[src/sv/rc4_pkg.sv]
`timescale 1ns / 1ps
// ----------------------------------------------------------------------------
// rc4_pkg
// Shared types and constants for the RC4 stream cipher.
// ----------------------------------------------------------------------------
package rc4_pkg;

    localparam int TABLE_SIZE        = 256;
    localparam int BYTE_W            = 8;
    localparam int DEFAULT_KEY_DEPTH = 256;
    localparam int KEY_LEN_W         = 9;
    localparam logic [KEY_LEN_W-1:0] KEY_LEN_RESET = 9'd16;

    typedef enum logic [1:0] {
        OP_KEY     = 2'd0,
        OP_RESTART = 2'd1,
        OP_CRYPT   = 2'd2,
        OP_NONE    = 2'd3
    } op_t;

    typedef enum logic [3:0] {
        ST_IDLE,
        ST_KS_RD_I,
        ST_KS_RD_J,
        ST_KS_WR_I,
        ST_KS_WR_J,
        ST_CR_RD_X,
        ST_CR_RD_Y,
        ST_CR_WR_X,
        ST_CR_WR_Y,
        ST_CR_DONE
    } state_t;

    // permutation memory access
    typedef struct packed {
        logic              rd_en;
        logic [BYTE_W-1:0] rd_addr;
        logic              wr_en;
        logic [BYTE_W-1:0] wr_addr;
        logic [BYTE_W-1:0] wr_data;
        logic              clear;
    } sbox_req_t;

    // key store access
    typedef struct packed {
        logic              rd_en;
        logic [BYTE_W-1:0] rd_addr;
        logic              wr_en;
        logic [BYTE_W-1:0] wr_addr;
        logic [BYTE_W-1:0] wr_data;
    } key_req_t;

endpackage

[src/sv/rc4_sbox_ram.sv]
`timescale 1ns / 1ps
// ----------------------------------------------------------------------------
// rc4_sbox_ram
// 256-entry permutation memory, one write and one registered read per cycle.
// An entry whose valid bit is clear reads as its own address, so a single
// clear pulse restores the identity permutation.
// ----------------------------------------------------------------------------
module rc4_sbox_ram
    import rc4_pkg::*;
(
    input  logic              clk,
    input  logic              rst_n,
    input  sbox_req_t         req,
    output logic [BYTE_W-1:0] rdata
);

    logic [BYTE_W-1:0]     sbox_mem [TABLE_SIZE];
    logic [TABLE_SIZE-1:0] valid_reg;
    logic [BYTE_W-1:0]     data_reg;
    logic [BYTE_W-1:0]     rd_addr_reg;
    logic                  rd_valid_reg;

    always_ff @(posedge clk)
    begin
        if (req.wr_en)
        begin
            sbox_mem[req.wr_addr] <= req.wr_data;
        end
        if (req.rd_en)
        begin
            data_reg    <= sbox_mem[req.rd_addr];
            rd_addr_reg <= req.rd_addr;
        end
    end

    always_ff @(posedge clk or negedge rst_n)
    begin
        if (!rst_n)
        begin
            valid_reg    <= '0;
            rd_valid_reg <= 1'b0;
        end
        else
        begin
            if (req.clear)
            begin
                valid_reg <= '0;
            end
            else if (req.wr_en)
            begin
                valid_reg[req.wr_addr] <= 1'b1;
            end
            if (req.rd_en)
            begin
                rd_valid_reg <= valid_reg[req.rd_addr];
            end
        end
    end

    assign rdata = rd_valid_reg ? data_reg : rd_addr_reg;

endmodule

[config.mk]
export PLATFORM = sky130hd
export DESIGN_NAME = rc4_sbox_ram
export DESIGN_NICKNAME = d
export VERILOG_FILES = /design/src/sv/rc4_pkg.sv /design/src/sv/rc4_sbox_ram.sv
export SDC_FILE = /design/constraint.sdc
export NUM_CORES = 2
export LEC_CHECK = 0
export BUFFER_PORTS_ARGS = -buffer_cell sky130_fd_sc_hd__buf_4
export CORE_MARGIN = 4
export CORE_UTILIZATION = 48
export CTS_CLUSTER_DIAMETER = 50
export DETAILED_ROUTE_END_ITERATION = 10
export GPL_ROUTABILITY_DRIVEN = 1
export MAX_ROUTING_LAYER = met4
export PLACE_DENSITY_LB_ADDON = 0.1
export SKIP_LAST_GASP = 1
export SLEW_MARGIN = 40
export SYNTH_ARGS = -nofsm -noshare
export SYNTH_HDL_FRONTEND = slang
export SYNTH_SLANG_ARGS = --single-unit
[constraint.sdc]
create_clock -name clk -period 2.6 [get_ports clk]
set_input_delay 0.39 -clock clk [delete_from_list [all_inputs] [get_ports clk]]
set_output_delay 0.39 -clock clk [all_outputs]
set_load 0.02 [all_outputs]
Word-level counts from Yosys, hierarchy flattened. Memories as Yosys holds them, arrays and structs flattened. A register that Yosys moved wholly into a read port is not among the register bits. Cells that the tools add are included.

Mux-type cells: 9. Reductions and logical operators: 2. Bitwise operators: 1. Order comparisons: 3.

Operator list (number): $mux 256 (2); $or 256x256->256 (1); $lt 8x9->1 const B (2); $bmux 1 s8 (1); $demux 1 s8 (1); $ge 8x1->1 const B (1); $mux 8 (1); $mux 1 (4); $reduce_bool 2->1 (1); $logic_and 1x1->1 (1).

RAM bits: 2048. Register bits: 265. Logic and storage cells: 19. Output and inout port bits: 8. Input bits: 29. Memories: 1.

Memory list: sbox_mem (words 256, bits a word 8, rd ports 1, clocked after Yosys merged registers in 1, write ports 1, RTL line rc4_sbox_ram.sv:17) `logic [BYTE_W-1:0] sbox_mem [TABLE_SIZE];`.

Depth between registers and ports, before layout.
Depth in word-level cells: 7. Depth in mapped cells: 12. Gate-level depth less buffers: 7.

Worst setup path after synthesis. Ideal clock, no wire load.

Path kind: input -> register. Start: input port req[18] (netlist name). End: register data_reg[0], read port of sbox_mem (data pin). Arrival time: 2556 ps. Path buffers: 4. Setup slack: -215 ps. Library setup time: 259 ps. Stages: 10. Data required time: 2341 ps. Cells stage by stage: buf_6 buf_2 clkbuf_1 buf_2 mux4_2 a22oi_1 a21oi_1 nor4_1 o22ai_1 or2_1.

RTL lines: from (decl) (RTL line rc4_sbox_ram.sv:13) `input sbox_req_t req,`; to (decl) (RTL line rc4_sbox_ram.sv:19) `logic [BYTE_W-1:0] data_reg;`.

==> results.md <==
- Status: finished with violations
- Violated checks: negative setup slack
- GPL Wtd Cong: around 0.84
- Fin. max-slew vios: 0
- Drt total wl: between 200000 and 250000 um
- Die width: 440 um
- Initial core utilization: approximately half
- Async SR Flop Fraction: ~11%
- Wire per inst: just over 30 um
- Share of the synthesized area in the top cell type: around 70%
- Critical path's top delay family: simple AND/OR/NAND/NOR gates
- Worst Max-Slew Pin Slew: a little over 0.8 ns
- Buf+Inv Stages, Crit Path: 1
- Post-DP HPWL: 161000 um
- Crit Path Class: reg -> reg
- Global-route wire length before repair: 352000 um
- Initial drt markers: 5339
- Setup WS pre-CTS: -1.15 ns
- Pre-antenna DRT Iters: 6
- Grt ovf: 0
- Number of global-route vias before repair: about 48000
- Yosys cell types: 42
- Post-synthesis sequential area ratio: between 70% and 80%
- Routed via count: 47514
- Final ANT Viol Nets: 0
- Critical Path Max Stage Delay: between 0.5 and 0.6 ns
- CTS tree: yes
- Critical path endpoint category: register
- Total CTS buffers: around 240
- Die Span Y: roughly 440 um
- Detailed-route DRC error count: 0
- Ranking of synthesized cells by area: edfxtp_1, mux4_2, dfrtp_1
- Area growth syn-to-layout: 19.5%
- Crit path DAT: approximately 3.2 ns
- Number of synthesized flops with an enable pin: ~2100
- Fin util: between 50% and 60%
- Leak: 36.2 nW
- Final Hold Viols: 0
- Post-synth top area cell: edfxtp_1
- Synth Register Bits: about 2300
- # IOs: 37
- Sink Count: between 2000 and 2500
- Gr usage total: between 20% and 30%
- Htree depth: 4
- Max reg flops: approximately 2000
- Die area: roughly 190000 um^2
- RSZ-0062 raised after global routing: true
- Worst-skew pair later-pin latency: roughly 0.87 ns
- Syn Area/Cell: around 20 um^2
- Final Skew: roughly 0.039 ns
- Netlist Area Pre-Place: slightly below 90000 um^2
- Port buffer count: 36
- Worst rel slew slack: approximately 46%
- Core box area: 185000 um^2
- Fin crit period: 2.61 ns
- Synthesized Nets: 4579
- Critical Path, Cell by Cell: mux4_2, a22oi_1, a21oi_2, nor4_4, buf_4, o22ai_1, or2_1
- CTS max path bufs: 3
- Share of cells above drive strength 1: around a third
- Clock Pin Slew Worst Setup and Hold Paths: ~0.070 ns
- Cell Rows: 158
- Final setup viols: 1
- Pwr per Cell Area: around 740 nW/um^2
- Antenna violations before repair: 14
- Critical Path RT: 3.20 ns
- CTS Root Buffer Type: clkbuf_16
- CP max FO: 1
- Crit share post-route: 100%
- Startpoint Class: register
- Most common cell in the synthesized netlist: edfxtp_1
- # fillers: roughly 14000
- Post-synth top flop: edfxtp_1
- Nets: 5310
- Slowest cell on crit path: mux4_2
- Max cap viols: 0
- Largest net degree at the start of global routing: 90
- Peak VDD IR: roughly 620 uV
- Fmax: 0.384 GHz
- Synth Instances: ~4600
- Setup ws final: -0.00595 ns
- Yosys warning total: 0
- Synth top cells by count: edfxtp_1, nor2_1, mux4_2
- Vias per std cell: approximately 6.0
- Worst Hold Class: in -> reg
[final cells by class]
class	count	area, um^2	share of cell area, %
diodes	3	7.51	0.00702
clock inverters	121	1390	1.30
inverters	5	18.8	0.0175
multi-input cells	1942	20200	18.9
flip-flops and latches	2321	68400	64.0
well taps	2480	3100	2.90
repair buffers	773	7140	6.68
clock buffers	334	6640	6.21
[path summary, 6_finish.rpt]
kind / startpoint / end / slack (ns) / cells after the start
hold / removal: req[3] / sbox_mem[220][2] / 0.06 / 1
min in group asynchronous: rst_n / valid_reg[50] / 0.08 / 2
setup reg to reg: sbox_mem[187][6] / data_reg[6] / -0.006 / 7
max in group asynchronous: rst_n / valid_reg[228] / 1.59 / 3
setup / recovery: sbox_mem[187][6] / data_reg[6] / -0.006 / 7
hold reg to reg: valid_reg[193] / valid_reg[193] / 0.49 / 2
[cells in the final DEF (no fill, tap or decap), types with 10 or more instances in the layout]
cell           synthesis  layout
mux4_2               563     563
buf_4                  3     649
o22ai_1               21      21
clkbuf_16              0     238
nor4_4                 0      10
nor2b_1               14      13
nand3_1               31      28
clkbuf_8               0      32
clkinv_1               0      28
o221ai_1              10      10
clkinv_2               0      35
clkinvlp_4             0      10
buf_8                  0      12
a22oi_1              258     245
dfrtp_1              257     256
bufinv_16              0      22
mux2i_1               27      27
edfxtp_1            2064    2064
a22oi_2                0      13
nor4_1                33      17
mux2_2                11      11
dlygate4sd3_1          0      15
o21ba_1               21      21
buf_12                 1      97
clkbuf_1             181      64
nand4_1               14      14
nand2_1               32      31
a21oi_1              134     126
nor2_1               719     717
[layer usage]
metal | vias up | routed length [um] | share of wire, % | track usage, %
met4 | 0 | 7470 | 3.1 | 7.46
met5 | - | 0 | 0 | -
met3 | 362 | 15200 | 6.3 | 3.64
li1 | 19935 | - | - | -
met2 | 1768 | 119000 | 49 | 41.0
met1 | 25449 | 102000 | 42 | 36.6
[logic make-up after synthesis]
kind of cell	synth area share, %
compound gates	3.63
buf+inv	1.33
flops	76.4
mux	14.7
simple gates	3.94
[what timing repair did]
item	in CTS	in global routing
hold endpoints to repair	436	0
setup endpoints to repair	16	9
pin swaps	4	6
gates cloned	0	0
buffers inserted	0	0
hold buffers	15	0
gates resized for setup	22	26
[stage by stage]
stage | hold slack, ns | power (W) | area, um^2 | setup TNS [ns] | std cells
6_report | 0.0573 | 0.0797 | 107000 | -0.00595 | 7979
5_1_grt | 0.0277 | 0.0822 | 107000 | -0.0532 | 7979
3_3_place_gp | 0.367 | 0.0459 | 98500 | -9.69 | 7506
3_5_place_dp | 0.366 | 0.0460 | 98500 | -8.63 | 7506
4_1_cts | 0.0228 | 0.0804 | 107000 | -0.0635 | 7976
2_1_floorplan | 0.0944 | 0.0435 | 89900 | 0 | 4550
[power breakdown]
part / internal (W) / switching (W) / total [W]
Combinational: 0.00178 / 0.00268 / 0.00446
Clock: 0.0200 / 0.0144 / 0.0344
Sequential: 0.0407 / 0.0000542 / 0.0408
Total: 0.0625 / 0.0171 / 0.0797
[worst register-to-register path: cells and delay by family, from the launching register on]
kind            cells  cell delay (ns)
compound gates      3             0.59
buf+inv             1             0.18
flops               1             0.39
mux                 1             0.51
simple gates        2             0.68
Power figures use the tool's default switching activity.
