==> src/sv/rc4_pkg.sv <==
`timescale 1ns / 1ps
// ----------------------------------------------------------------------------
// rc4_pkg
// Shared types and constants for the RC4 stream cipher.
// ----------------------------------------------------------------------------
package rc4_pkg;

    localparam int TABLE_SIZE        = 256;
    localparam int BYTE_W            = 8;
    localparam int DEFAULT_KEY_DEPTH = 256;
    localparam int KEY_LEN_W         = 9;
    localparam logic [KEY_LEN_W-1:0] KEY_LEN_RESET = 9'd16;

    typedef enum logic [1:0] {
        OP_KEY     = 2'd0,
        OP_RESTART = 2'd1,
        OP_CRYPT   = 2'd2,
        OP_NONE    = 2'd3
    } op_t;

    typedef enum logic [3:0] {
        ST_IDLE,
        ST_KS_RD_I,
        ST_KS_RD_J,
        ST_KS_WR_I,
        ST_KS_WR_J,
        ST_CR_RD_X,
        ST_CR_RD_Y,
        ST_CR_WR_X,
        ST_CR_WR_Y,
        ST_CR_DONE
    } state_t;

    // permutation memory access
    typedef struct packed {
        logic              rd_en;
        logic [BYTE_W-1:0] rd_addr;
        logic              wr_en;
        logic [BYTE_W-1:0] wr_addr;
        logic [BYTE_W-1:0] wr_data;
        logic              clear;
    } sbox_req_t;

    // key store access
    typedef struct packed {
        logic              rd_en;
        logic [BYTE_W-1:0] rd_addr;
        logic              wr_en;
        logic [BYTE_W-1:0] wr_addr;
        logic [BYTE_W-1:0] wr_data;
    } key_req_t;

endpackage

==> src/sv/rc4_key_ram.sv <==
`timescale 1ns / 1ps
// ----------------------------------------------------------------------------
// rc4_key_ram
// Key byte store, one write and one registered read per cycle.
// Entries never written read as zero (per-entry valid bits).
// ----------------------------------------------------------------------------
module rc4_key_ram
    import rc4_pkg::*;
#(
    parameter int KEY_DEPTH = DEFAULT_KEY_DEPTH
)
(
    input  logic              clk,
    input  logic              rst_n,
    input  key_req_t          req,
    output logic [BYTE_W-1:0] rdata
);

    localparam int KIDX_W = (KEY_DEPTH > 1) ? $clog2(KEY_DEPTH) : 1;

    logic [BYTE_W-1:0]    key_mem [KEY_DEPTH];
    logic [KEY_DEPTH-1:0] valid_reg;
    logic [BYTE_W-1:0]    data_reg;
    logic                 rd_valid_reg;
    logic                 wr_ok;

    // writes beyond the store depth are dropped
    assign wr_ok = req.wr_en && ({1'b0, req.wr_addr} < 9'(KEY_DEPTH));

    always_ff @(posedge clk)
    begin
        if (wr_ok)
        begin
            key_mem[req.wr_addr[KIDX_W-1:0]] <= req.wr_data;
        end
        if (req.rd_en)
        begin
            data_reg <= key_mem[req.rd_addr[KIDX_W-1:0]];
        end
    end

    always_ff @(posedge clk or negedge rst_n)
    begin
        if (!rst_n)
        begin
            valid_reg    <= '0;
            rd_valid_reg <= 1'b0;
        end
        else
        begin
            if (wr_ok)
            begin
                valid_reg[req.wr_addr[KIDX_W-1:0]] <= 1'b1;
            end
            if (req.rd_en)
            begin
                rd_valid_reg <= valid_reg[req.rd_addr[KIDX_W-1:0]];
            end
        end
    end

    assign rdata = rd_valid_reg ? data_reg : '0;

endmodule

==> config.mk <==
export PLATFORM = sky130hd
export DESIGN_NAME = rc4_key_ram
export DESIGN_NICKNAME = d
export VERILOG_FILES = /design/src/sv/rc4_pkg.sv /design/src/sv/rc4_key_ram.sv
export SDC_FILE = /design/constraint.sdc
export NUM_CORES = 2
export LEC_CHECK = 0
export ABC_CLOCK_PERIOD_IN_PS = 6200
export BUFFER_PORTS_ARGS = -buffer_cell sky130_fd_sc_hd__clkbuf_2
export CORE_ASPECT_RATIO = 0.75
export CORE_MARGIN = 1
export CORE_UTILIZATION = 48
export CTS_CLUSTER_DIAMETER = 200
export DETAILED_ROUTE_END_ITERATION = 8
export PLACE_DENSITY_LB_ADDON = 0.12
export SLEW_MARGIN = 5
export SYNTH_ARGS = -nofsm -noshare
export SYNTH_HDL_FRONTEND = slang
export SYNTH_SLANG_ARGS = --single-unit
export TNS_END_PERCENT = 30
==> constraint.sdc <==
create_clock -name clk -period 6.2 [get_ports clk]
set_input_delay 0.93 -clock clk [delete_from_list [all_inputs] [get_ports clk]]
set_output_delay 0.93 -clock clk [all_outputs]
set_load 0.02 [all_outputs]
## Word level (Yosys, flattened, before mapping)

Memory sizes are Yosys's and may differ from the RTL's. A register that Yosys moved wholly into a read port is not among the register bits.
Index checks and enable logic that the tools add are counted.

| word-level totals | value |
|---|---|
| register bits after elaboration | 257 |
| latch bits | 0 |
| RAM bits | 2048 |
| ROM bits | 0 |
| output and inout bits | 8 |
| word-level logic and storage cells | 15 |
| memories | 1 |

Memories:

| name | words | bits a word | rd ports | clocked after Yosys merged registers in | wr ports | RTL line | source |
|---|---|---|---|---|---|---|---|
| key_mem | 256 | 8 | 1 | 1 | 1 | rc4_key_ram.sv:21 | `logic [BYTE_W-1:0] key_mem [KEY_DEPTH];` |

| operators by class | value |
|---|---|
| add/sub/neg operators | 0 |
| $mul | 0 |
| divide/modulo/power cells | 0 |
| order comparisons | 3 |
| equal/unequal tests | 0 |
| shift-type cells | 0 |
| multiplexer cells | 7 |
| bitwise gates (word level) | 1 |
| reductions and logical operators | 1 |

Operator list:

| cell | count |
|---|---|
| OR 256 bit | 1 |
| less-than comparator 8 x 9 -> 1 bit (second input constant) | 2 |
| binary-select mux 1 bit (select 8 bit) | 1 |
| demux 1 bit (select 8 bit) | 1 |
| >= comparator 8 x 1 -> 1 bit (second input constant) | 1 |
| 2-to-1 mux 8 bit | 1 |
| 2-to-1 mux 1 bit | 4 |
| logical AND 1 bit | 1 |

## Logic depth before layout (Yosys ltp)

| depth | value |
|---|---|
| depth in word-level cells | 5 |
| gate-level depth with buffers | 12 |

## Worst setup path before layout

Ideal clock, no wire load.

| path | value |
|---|---|
| kind | input to register |
| start point | input port req[18] in the netlist's numbering |
| end point | register data_reg[4] (read register of key_mem), data pin |
| library setup time | 262 ps |
| arrival time | 3171 ps |
| required time | 5938 ps |
| slack | 2767 ps |
| stages | 10 |
| path buffers | 4 |
| cells stage by stage | buf_2 buf_2 clkbuf_1 buf_1 mux4_2 a22oi_1 a21oi_1 nor4_1 o22ai_1 or2_2 |

RTL lines:

| item | RTL line | source |
|---|---|---|
| start, declared | rc4_key_ram.sv:15 | `input key_req_t req,` |
| end, declared | rc4_key_ram.sv:23 | `logic [BYTE_W-1:0] data_reg;` |

==> impl_metrics.json <==
{
  "met3_usage_pct": 7.46,
  "fillerInstances": 13900,
  "arrival_ns": 5.55,
  "critPathMaxFanout": 47,
  "start_util_pct": 48.4,
  "grt_use_met1_pct": 39.1,
  "power_leakage_uw": 0.0330,
  "vias": 44100,
  "yosysWarnings": 0,
  "io_pins": 36,
  "seq_area_um2": 68200,
  "grt-ovfl-total": 0,
  "grt.total_usage_pct": 25.5,
  "synthTopCellsByArea": "edfxtp_1, mux4_2, dfrtp_1",
  "r2r_slack_ns": 2.30,
  "violations": "max-capacitance violations, max-slew violations",
  "min_path_type": "in -> async",
  "finalHoldViolCount": 0,
  "gp_congestion": 0.873,
  "reg2reg_depth": 6,
  "clk_pin_slew_ns": 0.07,
  "rr_endpoint": "data_reg[2]",
  "synth_nets": 4314,
  "cts_resized": 0,
  "rsz0062_at_grt": "no",
  "cts_hold_buf": 0,
  "nets": 4475,
  "wire_per_inst_um": 33.3,
  "dr.pass1.iters": 6,
  "synth-compound-area-share_pct": 3.33,
  "cts_setup_buffers": 0,
  "synthXorXnorAreaFrac_pct": 0,
  "clock_sinks": 2313,
  "crit_required_ns": 6.79,
  "row_count": 136,
  "synth.area.mux_share_pct": 14.7,
  "grt_pass1_vias": 44000,
  "layout-drive-gt1-share_pct": 29.8,
  "p_per_area_nw_per_um2": 326,
  "synth_adder_area_share_pct": 0,
  "multi_input_area_um2": 19600,
  "cts-root-buf": "clkbuf_16",
  "initialDrtViolationCount": 5439,
  "drcViolationCount": 0,
  "syn_inst": 4286,
  "setup_tns_ns": 0,
  "start_kind": "primary input",
  "synth_simple_gate_area_share_pct": 3.90,
  "slew_headroom_pct": -3.97,
  "syn_avg_cell_area_um2": 20.7,
  "finalClockSkew_ns": 0.0353,
  "use_met2_pct": 35.8,
  "whs_ns": 0.00114,
  "rr_startpoint": "key_mem[244][2]",
  "area_growth_pct": 12.7,
  "die_area_um2": 187000,
  "largest_register_ffs": 2048,
  "busiest_layer": "met1",
  "crit_type": "in -> reg",
  "fin_crit_ns": 4.96,
  "ys_seq_area_share_pct": 76.9,
  "synth_cell_types": 36,
  "grt_pass1_wl_um": 335000,
  "cts_inserted_buffers": 217,
  "ys_ff_latch": 2313,
  "status": "finished, violations left",
  "antenna_found_initial": 19,
  "dpl.hpwl_um": 144000,
  "worst_pin_slew_ns": 1.55,
  "routed_wl_um": 235000,
  "worstSkewPairLatency_ns": 0.85,
  "cts_buffer_depth": 3,
  "slew_viol_final": 4,
  "synth_largest_area_cell": "edfxtp_1",
  "dieHeight_um": 374,
  "synth_top_area_share_pct": 69.6,
  "port_buffers": 35,
  "irDropWorstVdd_mv": 0.329,
  "htreeDepth": 4,
  "synth_top_family_by_area": "multiplexers",
  "netlist_area_um2": 88700,
  "post-route-period-util_pct": 79.9,
  "grt_max_degree": 209,
  "ant_nets": 0,
  "setup-violations-final": 0,
  "cts_tree": "yes",
  "cp-end-kind": "flip-flop",
  "drt-vias-per-instance": 6.25,
  "max_freq_mhz": 202,
  "core_area_um2": 183000,
  "drv_cap": 2,
  "die_x_um": 498
}
[metal layers]
layer	up-vias	wire length (µm)	part of all wire [%]
met3	308	23400	9.9
met1	23900	104000	44
li1	18000	-	-
met5	-	13	0.0055
met4	2	5470	2.3
met2	1964	102000	44
[logic make-up (layout without fill, tap and decap cells)]
logic type / count (synthesis) / after routing
mux: 596 / 596
buf+inv: 258 / 612
flops: 2313 / 2313
compound gates: 439 / 439
simple gates: 680 / 680
other cells: 0 / 5
[cell usage after synthesis, drive strengths merged]
cell     number
and2          9
inv           4
a211o         1
nor4         34
nand3b        1
mux4        565
a22o          2
or2         266
o211ai        1
o22ai        21
nand2        33
a211oi        4
nand2b        4
nor2b        14
buf         107
a22oi       258
nor2        266
mux2          3
o221ai       10
a31oi         2
nand3        32
a2111oi       5
nand4b        1
and3          1
nor3          7
dfrtp       257
edfxtp     2056
clkinv        1
a21oi       134
o31ai         1
mux2i        28
nand4        12
clkbuf      146
[critical path, stage by stage]
cell and delay (ns):
buf_8 0.47, buf_4 0.33, buf_12 0.26, buf_4 0.32
mux4_2 0.53, a22oi_1 0.25, a21oi_1 0.20, nor4_1 1.28
o22ai_1 0.46, or2_2 0.42
[power by group]
group / internal, µW / total [µW] / switching (µW)
clock network: 7660 / 13600 / 5900
logic: 661 / 1760 / 1100
registers: 17100 / 17200 / 82.2
total: 25500 / 32500 / 7080
[stage by stage]
stage,area (µm²),worst slack [ns],total power (µW),utilization [%],instances
detailed placement,92700,0.521,19300,50.5,6642
CTS,99900,1.43,32700,54.5,7054
finish,100000,1.24,32500,54.5,7060
global route,100000,1.31,33400,54.5,7058
floorplan,88700,2.77,18400,-,4286
global placement,92700,0.231,19300,50.5,6641
[cell type report]
cell class,count,share of cell area (%)
flip-flops and latches,2313,68.2
multi-input cells,1715,19.6
clock buffers,302,6.05
well taps,2415,3.02
repair buffers,195,1.90
clock inverters,110,1.17
inverters,5,0.0188
diodes,5,0.0125
[worst max-delay path by stage]
stage	start	to	cells after the start
6_report	req[17]	data_reg[2]	10
5_1_grt	req[17]	data_reg[4]	9
4_1_cts	req[17]	data_reg[3]	10
3_5_place_dp	req[17]	data_reg[3]	10
3_3_place_gp	req[17]	data_reg[7]	10
2_1_floorplan	req[18]	data_reg[4]	10
[placed cells by master, fill, tap and decap left out, types with 5 or more instances in the layout]
cell type and instances:
a2111oi_0 5, nor2_1 260, diode_2 5, clkinvlp_4 5
a22oi_1 258, clkinv_2 42, a21oi_1 134, nand2_1 31
nor3_1 7, nor2b_1 13, buf_4 126, nor4_2 19
clkbuf_2 24, dfrtp_1 257, o221ai_1 10, clkbuf_8 21
or2_2 266, buf_8 11, nor4_1 15, clkinv_1 31
mux4_2 565, o22ai_1 21, mux2i_1 28, nand3_1 29
and2_1 8, clkbuf_1 60, nand4_1 12, bufinv_16 20
edfxtp_1 2056, clkinv_8 5, clkbuf_16 221, buf_12 33
No activity file was read; power rests on OpenSTA's default activity.
