===== config.mk =====
export PLATFORM = sky130hd
export DESIGN_NAME = rc4_ctrl
export DESIGN_NICKNAME = d
export VERILOG_FILES = /design/src/sv/rc4_pkg.sv /design/src/sv/rc4_ctrl.sv
export SDC_FILE = /design/constraint.sdc
export NUM_CORES = 1
export LEC_CHECK = 0
export ABC_AREA = 1
export BUFFER_PORTS_ARGS = -buffer_cell sky130_fd_sc_hd__buf_2
export CAP_MARGIN = 20
export CELL_PAD_IN_SITES_DETAIL_PLACEMENT = 0
export CELL_PAD_IN_SITES_GLOBAL_PLACEMENT = 1
export CORE_ASPECT_RATIO = 1.1
export CORE_MARGIN = 1.5
export CORE_UTILIZATION = 30
export CTS_BUF_LIST = sky130_fd_sc_hd__clkbuf_2 sky130_fd_sc_hd__clkbuf_4 sky130_fd_sc_hd__clkbuf_8
export DETAILED_ROUTE_END_ITERATION = 10
export MAX_ROUTING_LAYER = met4
export PLACE_DENSITY_LB_ADDON = 0.1
export SYNTH_ARGS = -nofsm -noshare
export SYNTH_HDL_FRONTEND = slang
export SYNTH_SLANG_ARGS = --single-unit

===== constraint.sdc =====
create_clock -name clk -period 5.3 [get_ports clk]
set_input_delay 1.06 -clock clk [delete_from_list [all_inputs] [get_ports clk]]
set_output_delay 1.06 -clock clk [all_outputs]
set_load 0.05 [all_outputs]

===== src/sv/rc4_pkg.sv =====
`timescale 1ns / 1ps
// ----------------------------------------------------------------------------
// rc4_pkg
// Shared types and constants for the RC4 stream cipher.
// ----------------------------------------------------------------------------
package rc4_pkg;

    localparam int TABLE_SIZE        = 256;
    localparam int BYTE_W            = 8;
    localparam int DEFAULT_KEY_DEPTH = 256;
    localparam int KEY_LEN_W         = 9;
    localparam logic [KEY_LEN_W-1:0] KEY_LEN_RESET = 9'd16;

    typedef enum logic [1:0] {
        OP_KEY     = 2'd0,
        OP_RESTART = 2'd1,
        OP_CRYPT   = 2'd2,
        OP_NONE    = 2'd3
    } op_t;

    typedef enum logic [3:0] {
        ST_IDLE,
        ST_KS_RD_I,
        ST_KS_RD_J,
        ST_KS_WR_I,
        ST_KS_WR_J,
        ST_CR_RD_X,
        ST_CR_RD_Y,
        ST_CR_WR_X,
        ST_CR_WR_Y,
        ST_CR_DONE
    } state_t;

    // permutation memory access
    typedef struct packed {
        logic              rd_en;
        logic [BYTE_W-1:0] rd_addr;
        logic              wr_en;
        logic [BYTE_W-1:0] wr_addr;
        logic [BYTE_W-1:0] wr_data;
        logic              clear;
    } sbox_req_t;

    // key store access
    typedef struct packed {
        logic              rd_en;
        logic [BYTE_W-1:0] rd_addr;
        logic              wr_en;
        logic [BYTE_W-1:0] wr_addr;
        logic [BYTE_W-1:0] wr_data;
    } key_req_t;

endpackage


===== src/sv/rc4_ctrl.sv =====
`timescale 1ns / 1ps
// ----------------------------------------------------------------------------
// rc4_ctrl
// Sequencer for key writes, key schedule and keystream generation, built
// around one shared 8-bit three-operand adder.
// ----------------------------------------------------------------------------
module rc4_ctrl
    import rc4_pkg::*;
#(
    parameter int KEY_DEPTH = DEFAULT_KEY_DEPTH
)
(
    input  logic                 clk,
    input  logic                 rst_n,
    input  logic                 in_valid,
    output logic                 in_ready,
    input  logic [1:0]           operation,
    input  logic [BYTE_W-1:0]    key_index,
    input  logic [BYTE_W-1:0]    value,
    output logic                 out_valid,
    input  logic                 out_ready,
    output logic [BYTE_W-1:0]    out_byte,
    input  logic [KEY_LEN_W-1:0] key_len,
    output sbox_req_t            sbox_req,
    input  logic [BYTE_W-1:0]    sbox_rdata,
    output key_req_t             key_req,
    input  logic [BYTE_W-1:0]    key_rdata
);

    localparam int KIDX_W = (KEY_DEPTH > 1) ? $clog2(KEY_DEPTH) : 1;

    state_t              state_reg, state_next;
    logic [BYTE_W-1:0]   i_reg, i_next;
    logic [BYTE_W-1:0]   j_reg, j_next;
    logic [KIDX_W-1:0]   k_reg, k_next;
    logic [BYTE_W-1:0]   ix_reg, ix_next;
    logic [BYTE_W-1:0]   iy_reg, iy_next;
    logic [BYTE_W-1:0]   x_reg, x_next;
    logic [BYTE_W-1:0]   y_reg, y_next;
    logic [BYTE_W-1:0]   t_reg, t_next;
    logic [BYTE_W-1:0]   sx_reg, sx_next;
    logic [BYTE_W-1:0]   sy_reg, sy_next;
    logic [BYTE_W-1:0]   data_reg, data_next;
    logic [BYTE_W-1:0]   out_byte_reg, out_byte_next;
    logic                out_valid_reg, out_valid_next;

    logic [BYTE_W-1:0]   add_a, add_b, add_c, add_sum;
    logic [KIDX_W:0]     k_inc;
    logic                k_wrap;
    logic [BYTE_W-1:0]   ks_byte;
    logic                accept;

    // shared adder
    assign add_sum = add_a + add_b + add_c;

    assign k_inc  = {1'b0, k_reg} + 1'b1;
    assign k_wrap = (10'(k_inc) >= 10'(key_len));

    // S[y] was written in the same cycle that S[t] was read
    assign ks_byte = (t_reg == y_reg) ? sx_reg : sbox_rdata;

    assign in_ready  = (state_reg == ST_IDLE);
    assign accept    = in_valid && in_ready;
    assign out_valid = out_valid_reg;
    assign out_byte  = out_byte_reg;

    always_ff @(posedge clk or negedge rst_n)
    begin
        if (!rst_n)
        begin
            state_reg     <= ST_IDLE;
            i_reg         <= '0;
            j_reg         <= '0;
            k_reg         <= '0;
            ix_reg        <= '0;
            iy_reg        <= '0;
            out_valid_reg <= 1'b0;
        end
        else
        begin
            state_reg     <= state_next;
            i_reg         <= i_next;
            j_reg         <= j_next;
            k_reg         <= k_next;
            ix_reg        <= ix_next;
            iy_reg        <= iy_next;
            out_valid_reg <= out_valid_next;
        end
    end

    always_ff @(posedge clk)
    begin
        x_reg        <= x_next;
        y_reg        <= y_next;
        t_reg        <= t_next;
        sx_reg       <= sx_next;
        sy_reg       <= sy_next;
        data_reg     <= data_next;
        out_byte_reg <= out_byte_next;
    end

    always_comb
    begin
        state_next     = state_reg;
        i_next         = i_reg;
        j_next         = j_reg;
        k_next         = k_reg;
        ix_next        = ix_reg;
        iy_next        = iy_reg;
        x_next         = x_reg;
        y_next         = y_reg;
        t_next         = t_reg;
        sx_next        = sx_reg;
        sy_next        = sy_reg;
        data_next      = data_reg;
        out_byte_next  = out_byte_reg;
        out_valid_next = out_valid_reg && !out_ready;
        add_a          = '0;
        add_b          = '0;
        add_c          = '0;
        sbox_req       = '0;
        key_req        = '0;

        case (state_reg)
            ST_IDLE:
            begin
                if (accept)
                begin
                    case (op_t'(operation))
                        OP_KEY:
                        begin
                            key_req.wr_en   = 1'b1;
                            key_req.wr_addr = key_index;
                            key_req.wr_data = value;
                        end
                        OP_RESTART:
                        begin
                            sbox_req.clear = 1'b1;
                            i_next         = '0;
                            j_next         = '0;
                            k_next         = '0;
                            ix_next        = '0;
                            iy_next        = '0;
                            state_next     = ST_KS_RD_I;
                        end
                        OP_CRYPT:
                        begin
                            data_next  = value;
                            state_next = ST_CR_RD_X;
                        end
                        default:
                        begin
                        end
                    endcase
                end
            end

            // key schedule: read S[i], read S[j], write S[i], write S[j] per step
            ST_KS_RD_I:
            begin
                sbox_req.rd_en   = 1'b1;
                sbox_req.rd_addr = i_reg;
                key_req.rd_en    = 1'b1;
                key_req.rd_addr  = 8'(k_reg);
                state_next       = ST_KS_RD_J;
            end
            ST_KS_RD_J:
            begin
                add_a            = j_reg;
                add_b            = sbox_rdata;
                add_c            = key_rdata;
                j_next           = add_sum;
                sx_next          = sbox_rdata;
                sbox_req.rd_en   = 1'b1;
                sbox_req.rd_addr = add_sum;
                state_next       = ST_KS_WR_I;
            end
            ST_KS_WR_I:
            begin
                sbox_req.wr_en   = 1'b1;
                sbox_req.wr_addr = i_reg;
                sbox_req.wr_data = sbox_rdata;
                state_next       = ST_KS_WR_J;
            end
            ST_KS_WR_J:
            begin
                sbox_req.wr_en   = 1'b1;
                sbox_req.wr_addr = j_reg;
                sbox_req.wr_data = sx_reg;
                i_next           = i_reg + 1'b1;
                k_next           = k_wrap ? '0 : k_inc[KIDX_W-1:0];
                state_next       = (i_reg == 8'hFF) ? ST_IDLE : ST_KS_RD_I;
            end

            // keystream byte
            ST_CR_RD_X:
            begin
                add_a            = ix_reg;
                add_b            = 8'd1;
                x_next           = add_sum;
                sbox_req.rd_en   = 1'b1;
                sbox_req.rd_addr = add_sum;
                state_next       = ST_CR_RD_Y;
            end
            ST_CR_RD_Y:
            begin
                add_a            = iy_reg;
                add_b            = sbox_rdata;
                y_next           = add_sum;
                sx_next          = sbox_rdata;
                sbox_req.rd_en   = 1'b1;
                sbox_req.rd_addr = add_sum;
                state_next       = ST_CR_WR_X;
            end
            ST_CR_WR_X:
            begin
                sy_next          = sbox_rdata;
                sbox_req.wr_en   = 1'b1;
                sbox_req.wr_addr = x_reg;
                sbox_req.wr_data = sbox_rdata;
                state_next       = ST_CR_WR_Y;
            end
            ST_CR_WR_Y:
            begin
                add_a            = sx_reg;
                add_b            = sy_reg;
                t_next           = add_sum;
                sbox_req.wr_en   = 1'b1;
                sbox_req.wr_addr = y_reg;
                sbox_req.wr_data = sx_reg;
                sbox_req.rd_en   = 1'b1;
                sbox_req.rd_addr = add_sum;
                ix_next          = x_reg;
                iy_next          = y_reg;
                state_next       = ST_CR_DONE;
            end
            ST_CR_DONE:
            begin
                // hold here while the previous result is still pending
                if (!out_valid_reg || out_ready)
                begin
                    out_byte_next  = data_reg ^ ks_byte;
                    out_valid_next = 1'b1;
                    state_next     = ST_IDLE;
                end
            end

            default:
            begin
                state_next = ST_IDLE;
            end
        endcase
    end

endmodule


Word level (Yosys, flattened, before mapping). Cells that the tools add are included.

Register bits: 101. Output and inout bits: 63. Logic and storage cells: 83.

$add $sub $neg: 4. Magnitude comparators: 1. Equal/unequal tests: 17. Muxes and demuxes: 28. Bitwise operators: 1. Reduce and logical (&&, ||, !) cells: 18.

Operators by type and width (count): $pmux W8 S2 (5); $pmux W17 S4 (1); $mux W17 (3); $mux W8 (5); $pmux W4 S10 (1); $pmux W8 S4 (1); $pmux W8 S3 (1); $pmux W9 S2 (1); $add A8 B8 Y8 (2); $eq A4 B3 Y1 const B (4); $reduce_and A3 Y1 (5); $add A8 B1 Y9 const B (1); $ge A9 B9 Y1 (1); $mux W9 (1); $add A8 B1 Y8 const B (1); $eq A4 B2 Y1 const B (2); $eq A4 B4 Y1 const B (2); $eq A8 B8 Y1 (1); $eq A8 B8 Y1 const B (1); $mux W4 (2); $pmux W4 S2 (1); $xor A8 B8 Y8 (1); $mux W1 (6); $reduce_bool A2 Y1 (3); other kinds (14) (17).

Depth between registers and ports, before layout. Gate-level depths: netlist of the first run.

Depth in word-level cells: 6. Depth in mapped cells: 22.

Worst setup path after synthesis of the first run. OpenSTA, ideal clock, no wires.

Kind: register to output. Start point: register state_reg[0]. End point: output port sbox_req[21] (netlist name). Arrival: 4169 ps. Setup slack: 71 ps. Cell stages (with the launch flop): 12. Path buffers: 0. Cell sequence: dfrtp_1 -> inv_1 -> nand2_1 -> nor2_1 -> inv_1 -> o21ai_0 -> fa_1 -> ha_1 -> fa_1 -> xor2_1 -> inv_1 -> o21ai_0.

RTL lines: from (decl) (RTL line rc4_ctrl.sv:32) `state_t state_reg, state_next;`; from (signal assigned) (RTL line rc4_ctrl.sv:81) `state_reg <= state_next;`; to (decl) (RTL line rc4_ctrl.sv:24) `output sbox_req_t sbox_req,`.

==> reports/results.txt, run 1 <==
Status: completed
Share of layout cells above drive strength 1: 20.8%
FF-to-FF Start: state_reg[3]$_DFFE_PN0P_
Final core utilization: 37.1%
Num ports: 110
Crit-path most repeated cell: fa_1
Slew @ Worst Pin: 0.883 ns
Final setup violation count: 0
Synth Register Bits: 101
Vias/cell: 4.73
Mapped Cells: 672
DRC violations left: 0
Largest net degree at the start of global routing: 46
Clock Power Share: 15.9%
First-pass GRT wire length: 27200 um
Max Clk Rate: 201 MHz
Max incr delay on CP: 0.48 ns
Min Tclk post-route: 4.98 ns
Synthesis-to-finish area growth: 19.8%
Setup TNS: 0 ns
Area of the multi-input gates: 2430 um^2
TritonCTS Sinks: 101
Port bufs: 109
Wirelength per Cell: 17.1 um
Initial Util: 31.0%
DR pass1 iterations: 5
CTS buffer count: 9
Max cap viols: 0
Fraction of registers with async set/reset: 44.6%
Crit-path cells: inv_1 > nor2_2 > nand2_2 > inv_2 > nand2_1 > o21ai_1 > fa_1 > ha_1 > fa_1 > a31o_2 > xor2_1 > o22ai_1 > buf_2
Ys Warns: 0
Die Wd: 135 um
HP Class: flip-flop to flip-flop
Required @ worst endpoint: 4.24 ns
Worst r2r path cells: 12
R2r setup slk: 1.75 ns
Cell depth of the worst hold path: 2
Reg power frac: 34.6%
Sw Share: 48.5%
Sw power: 1.68 mW
Leakage: 3.41 nW
Antenna Diode Count: 0
Worst vdd rail ir drop: 0.331 mV
Reg area: 2810 um^2
Combinational power share: 49.5%
Fin. Hold Viols: 0
Fin crit share: 93.9%
Root Buffer: clkbuf_8
RePlAce Congestion: 0.886
Setup crit start kind: flip-flop
Internal Power: 1.79 mW
Number of flops mapped to enable cells by yosys: 56
Synth Net Count: 744
Clk_lat worst skew: 0.38 ns
Fin nets: 867
Hold Crit Start: k_reg[7]$_DFFE_PN0P_
Setup crit end kind: output port
Initial DRC count: 370
Vias in the first global route: 4731
CP Max Fanout: 8
Core Footprint: 18500 um^2
CTS tree: yes
Arrival @ worst endpoint: 3.92 ns
PD cells: 505 nW/um^2
Die Height: 148 um
# H-tree levels: 3
Post-synth cell types: 35
Worst setup path category: flip-flop to output port
Die area: 20000 um^2
Top_reg_cell synth: edfxtp_1
R2r endpoint: t_reg[5]$_DFFE_PN_
Hold buffers post-CTS: 0
Post-synth top area share: 29.3%
Antenna-violating nets left: 0
Post-Route WL: 17800 um
Avg Cell Area, Syn: 8.54 um^2
Clk buf depth: 2
Most numerous cell in the Yosys netlist: nand2_1
Slowest stage cell, crit path: fa_1
Worst Skew: 0.0104 ns
Final HPWL DP: 13600 um
Rel. slew slack: 41.2%
Final setup margin: 0.321 ns
RSZ-0062 raised after global routing: no
GRT Total Usage: 18.6%
Synth top area cells: edfxtp_1 29%, dfrtp_1 20%, nand2_1 12%
Pins Over Slew Limit: 0
Worst-path clk slew: 0.09 ns
Via count: 4935
Largest area contributor in the netlist: edfxtp_1
Sequential-to-total area share from yosys stat: 48.9%
Commonest cells post-synth: 184 x nand2_1, 113 x inv_1, 56 x edfxtp_1, 48 x nor2_1, 45 x dfrtp_1
Hold path endpoint: k_reg[7]$_DFFE_PN0P_
Fill count: 1968
Initial antenna violation count: 0
Setup slack at placement: 0.464 ns
Post-Syn Area: 5740 um^2
Row count: 52
GRT overflow: 0
[power by group through the flow]
| stage | Clock, mW | Sequential [mW] | Combinational [mW] |
|---|---|---|---|
| after CTS | 0.569 | 1.20 | 1.72 |
| final | 0.552 | 1.20 | 1.72 |
| after global routing | 0.596 | 1.22 | 1.88 |
| after global placement | 0 | 1.22 | 1.71 |
| after floorplan | 0 | 1.19 | 1.20 |
| after detailed placement | 0 | 1.22 | 1.71 |
[metal layers]
| metal | GRT usage (%) | vias up | routed length (um) |
|---|---|---|---|
| met4 | 5.48 | 0 | 295 |
| met2 | 28.7 | 124 | 8160 |
| li1 | - | 2435 | - |
| met3 | 2.08 | 17 | 746 |
| met5 | - | - | 0 |
| met1 | 25.9 | 2359 | 8610 |
[metrics by stage]
step,std cells,cell area (um^2),total power [mW],hold slack [ns]
after floorplan,672,5740,2.38,0.449
final,1043,6870,3.47,0.493
after global routing,1043,6870,3.70,0.523
after global placement,1023,6620,2.93,0.470
after CTS,1039,6830,3.49,0.500
after detailed placement,1023,6620,2.93,0.467
[worst max-delay path: cells and delay by family (launching register included)]
family / cells / cell delay, ns
simple gates: 3 / 0.45
fa+ha+maj: 3 / 1.15
xor+xnor: 1 / 0.33
flops: 1 / 0.45
compound gates: 3 / 0.59
buf+inv: 3 / 0.56
[worst max-delay path by stage]
| stage | startpoint | endpoint | cells past startpoint |
|---|---|---|---|
| after floorplan | state_reg[0]$_DFFE_PN0P_ | sbox_req[21] | 11 |
| after global placement | sbox_rdata[1] | sbox_req[25] | 16 |
| after detailed placement | sbox_rdata[1] | sbox_req[25] | 16 |
| after CTS | state_reg[0]$_DFFE_PN0P_ | sbox_req[24] | 16 |
| after global routing | state_reg[3]$_DFFE_PN0P_ | sbox_req[24] | 18 |
| final | state_reg[3]$_DFFE_PN0P_ | sbox_req[23] | 13 |
[cell type report]
class                   count  area share (%)
flip-flops and latches    101            40.9
clock inverters             7            1.27
clock buffers               9            1.80
well taps                 243            4.42
inverters                 120            6.61
repair buffers            124            9.61
multi-input cells         439            35.4
[cells by family (layout without fill, tap and decap cells)]
logic type	Yosys count	count (layout)	share of synthesized area (%)
adders and majority gates	25	25	6.50
buffers and inverters	132	260	8.83
DFF	101	101	48.9
AOI/OAI and AO/OA	84	84	9.20
and+or+nand+nor	311	311	23.7
xor gates and xnor gates	19	19	2.90
[timing repair]
| action | CTS | global route |
|---|---|---|
| setup buffers | 0 | 4 |
| setup endpoints to repair | 0 | 4 |
| gates resized for setup | 0 | 6 |
| hold endpoints to repair | 0 | 0 |
[placed cells by master, fill, tap and decap left out, types with 10 or more instances in the layout]
master,count
buf_4,15
buf_2,108
inv_1,112
nand3b_1,11
ha_1,17
o2111ai_1,10
dfrtp_1,45
nor2_1,48
a21oi_1,10
o21ai_0,26
xor2_1,15
nand3_1,40
edfxtp_1,56
o22ai_1,26
nand2_1,182
Power figures use the tool's default switching activity.
==> run 2: changes to the inputs <==
==> constraint.sdc (replaced) <==
create_clock -name clk -period 5.3 [get_ports clk]
set_input_delay 0.265 -clock clk [delete_from_list [all_inputs] [get_ports clk]]
set_output_delay 0.265 -clock clk [all_outputs]
set_load 0.05 [all_outputs]
==> reports/results.txt, run 2 (synthesis results as in run 1) <==
Status: completed
GR Util met2: 28.3%
Clk buf depth: 2
Crit-path cells: inv_1 > nor2_1 > inv_1 > nor2_2 > a221oi_1 > fa_1 > inv_1 > fa_1 > xor2_1 > inv_1 > o21ai_0 > buf_2
# H-tree levels: 3
Max Clk Rate: 216 MHz
FF-to-FF Start: state_reg[0]$_DFFE_PN0P_
Post-Route WL: 17500 um
Slowest stage cell, crit path: nor2_2
Largest net degree at the start of global routing: 46
CP Max Fanout: 13
Setup crit start kind: flip-flop
Initial DRC count: 382
Leakage: 3.36 nW
Rel. slew slack: 43.0%
Setup TNS: 0 ns
Clk_lat worst skew: 0.40 ns
Fin nets: 858
TritonCTS Sinks: 101
Initial Util: 31.0%
Tot Pwr: 3.42 mW
RSZ-0062 raised after global routing: no
First-pass GRT wire length: 27000 um
Via count: 4868
Worst-path clk slew: 0.11 ns
Setup slack at placement: 1.21 ns
Worst r2r path cells: 11
Port bufs: 109
R2r setup slk: 1.36 ns
Highest-count cells in the layout ignoring fill and taps: 184 x nand2_1, 113 x inv_1, 109 x buf_2
CTS buffer count: 9
Most common cell after layout, fill and taps aside: nand2_1
Fin. Hold Viols: 0
Die Wd: 135 um
Min Tclk post-route: 4.62 ns
Final setup margin: 0.678 ns
Antenna Diode Count: 0
Crit path to: sbox_req[21]
Max incr delay on CP: 0.59 ns
Worst vdd rail ir drop: 0.431 mV
Crit-path most repeated cell: inv_1
Row count: 52
Arrival @ worst endpoint: 4.36 ns
DRC violations left: 0
HP Class: input port to flip-flop
Root Buffer: clkbuf_8
R2r endpoint: t_reg[5]$_DFFE_PN_
DR pass1 iterations: 5
GRT Total Usage: 18.6%
Die area: 20000 um^2
Max cap viols: 0
Wirelength per Cell: 16.9 um
Post-CTS Resized: 0
GR Layer Usage met1: 26.0%
Vias in the first global route: 4664
Required @ worst endpoint: 5.04 ns
RePlAce Congestion: 0.907
Worst setup path category: flip-flop to output port
Final setup violation count: 0
Num ports: 110
Worst Skew: 0.0189 ns
Core Footprint: 18500 um^2
Area of the multi-input gates: 2420 um^2
Share of layout cells above drive strength 1: 19.3%
Fill count: 1966
Busiest layer in global routing: met2
Final HPWL DP: 13300 um
PD cells: 504 nW/um^2
GRT overflow: 0
Antenna-violating nets left: 0
CTS tree: yes
Reg area: 2810 um^2
Met3 Usage GRT: 2.62%
Slew @ Worst Pin: 0.855 ns
Pins Over Slew Limit: 0
Initial antenna violation count: 0
CP startpoint: state_reg[0]$_DFFE_PN0P_
Synthesis-to-finish area growth: 18.2%
Die Height: 148 um
Fin crit share: 87.2%
Setup crit end kind: output port
Vias/cell: 4.71
run 2: changes by cell type in the layout (fill, tap and decap cells not counted), moves of 2 or more:
cell and delta:
buf_4 -10, inv_6 +4, clkinv_2 -2, inv_4 -2
nand2_1 +2, nand2_2 -2
run 2: report_power, final:
| part | switching [mW] | internal, mW | leakage [nW] | total, mW |
|---|---|---|---|---|
| registers | 0.120 | 1.08 | 1.11 | 1.20 |
| logic | 1.26 | 0.426 | 2.15 | 1.69 |
| clock network | 0.308 | 0.225 | 0.101 | 0.533 |
| total | 1.69 | 1.73 | 3.36 | 3.42 |
run 2: worst max-delay path: cells and delay by family, from the launching register on:
kind            cells  cell delay (ns)
buf+inv             5             0.76
compound gates      2             0.46
fa+ha+maj           2             1.08
xor+xnor            1             0.39
flops               1             0.43
simple gates        2             0.84
run 2: area by class of cell:
cell class | count | share of cell area [%]
Sequential cell | 101 | 41.4
Multi-Input combinational cell | 439 | 35.8
Timing Repair Buffer | 115 | 8.75
Inverter | 120 | 6.64
Tap cell | 243 | 4.48
Clock buffer | 9 | 1.83
Clock inverter | 7 | 1.14
run 2: stage by stage:
stage	hold WS, ns	instances	area (um^2)	utilization [%]
floorplan	-0.0306	672	5740	-
global placement	0.420	1017	6570	35.4
detailed placement	0.423	1017	6570	35.4
CTS	0.0346	1034	6780	36.6
global route	0.0318	1034	6780	36.6
finish	0.0499	1034	6780	36.6
run 2: how the worst min path moves through the flow:
| stage | startpoint | endpoint | depth (start not counted) |
|---|---|---|---|
| after floorplan | rst_n | i_reg[0]$_DFFE_PN0P_ | 0 |
| after global routing | value[2] | data_reg[2]$_DFFE_PP_ | 1 |
| final | value[2] | data_reg[2]$_DFFE_PP_ | 1 |
| after CTS | value[3] | data_reg[3]$_DFFE_PP_ | 1 |
| after global placement | rst_n | iy_reg[6]$_DFFE_PN0P_ | 2 |
| after detailed placement | rst_n | ix_reg[6]$_DFFE_PN0P_ | 2 |
run 2: repair_timing:
action	in CTS	in global routing
buffers inserted	0	0
hold endpoints to repair	43	0
hold buffers	1	0
run 2: routing by layer:
metal | share of wire (%) | up-vias
li1 | - | 2424
met1 | 48 | 2286
met4 | 0.91 | 0
met2 | 46 | 146
met5 | 0 | -
met3 | 4.8 | 12
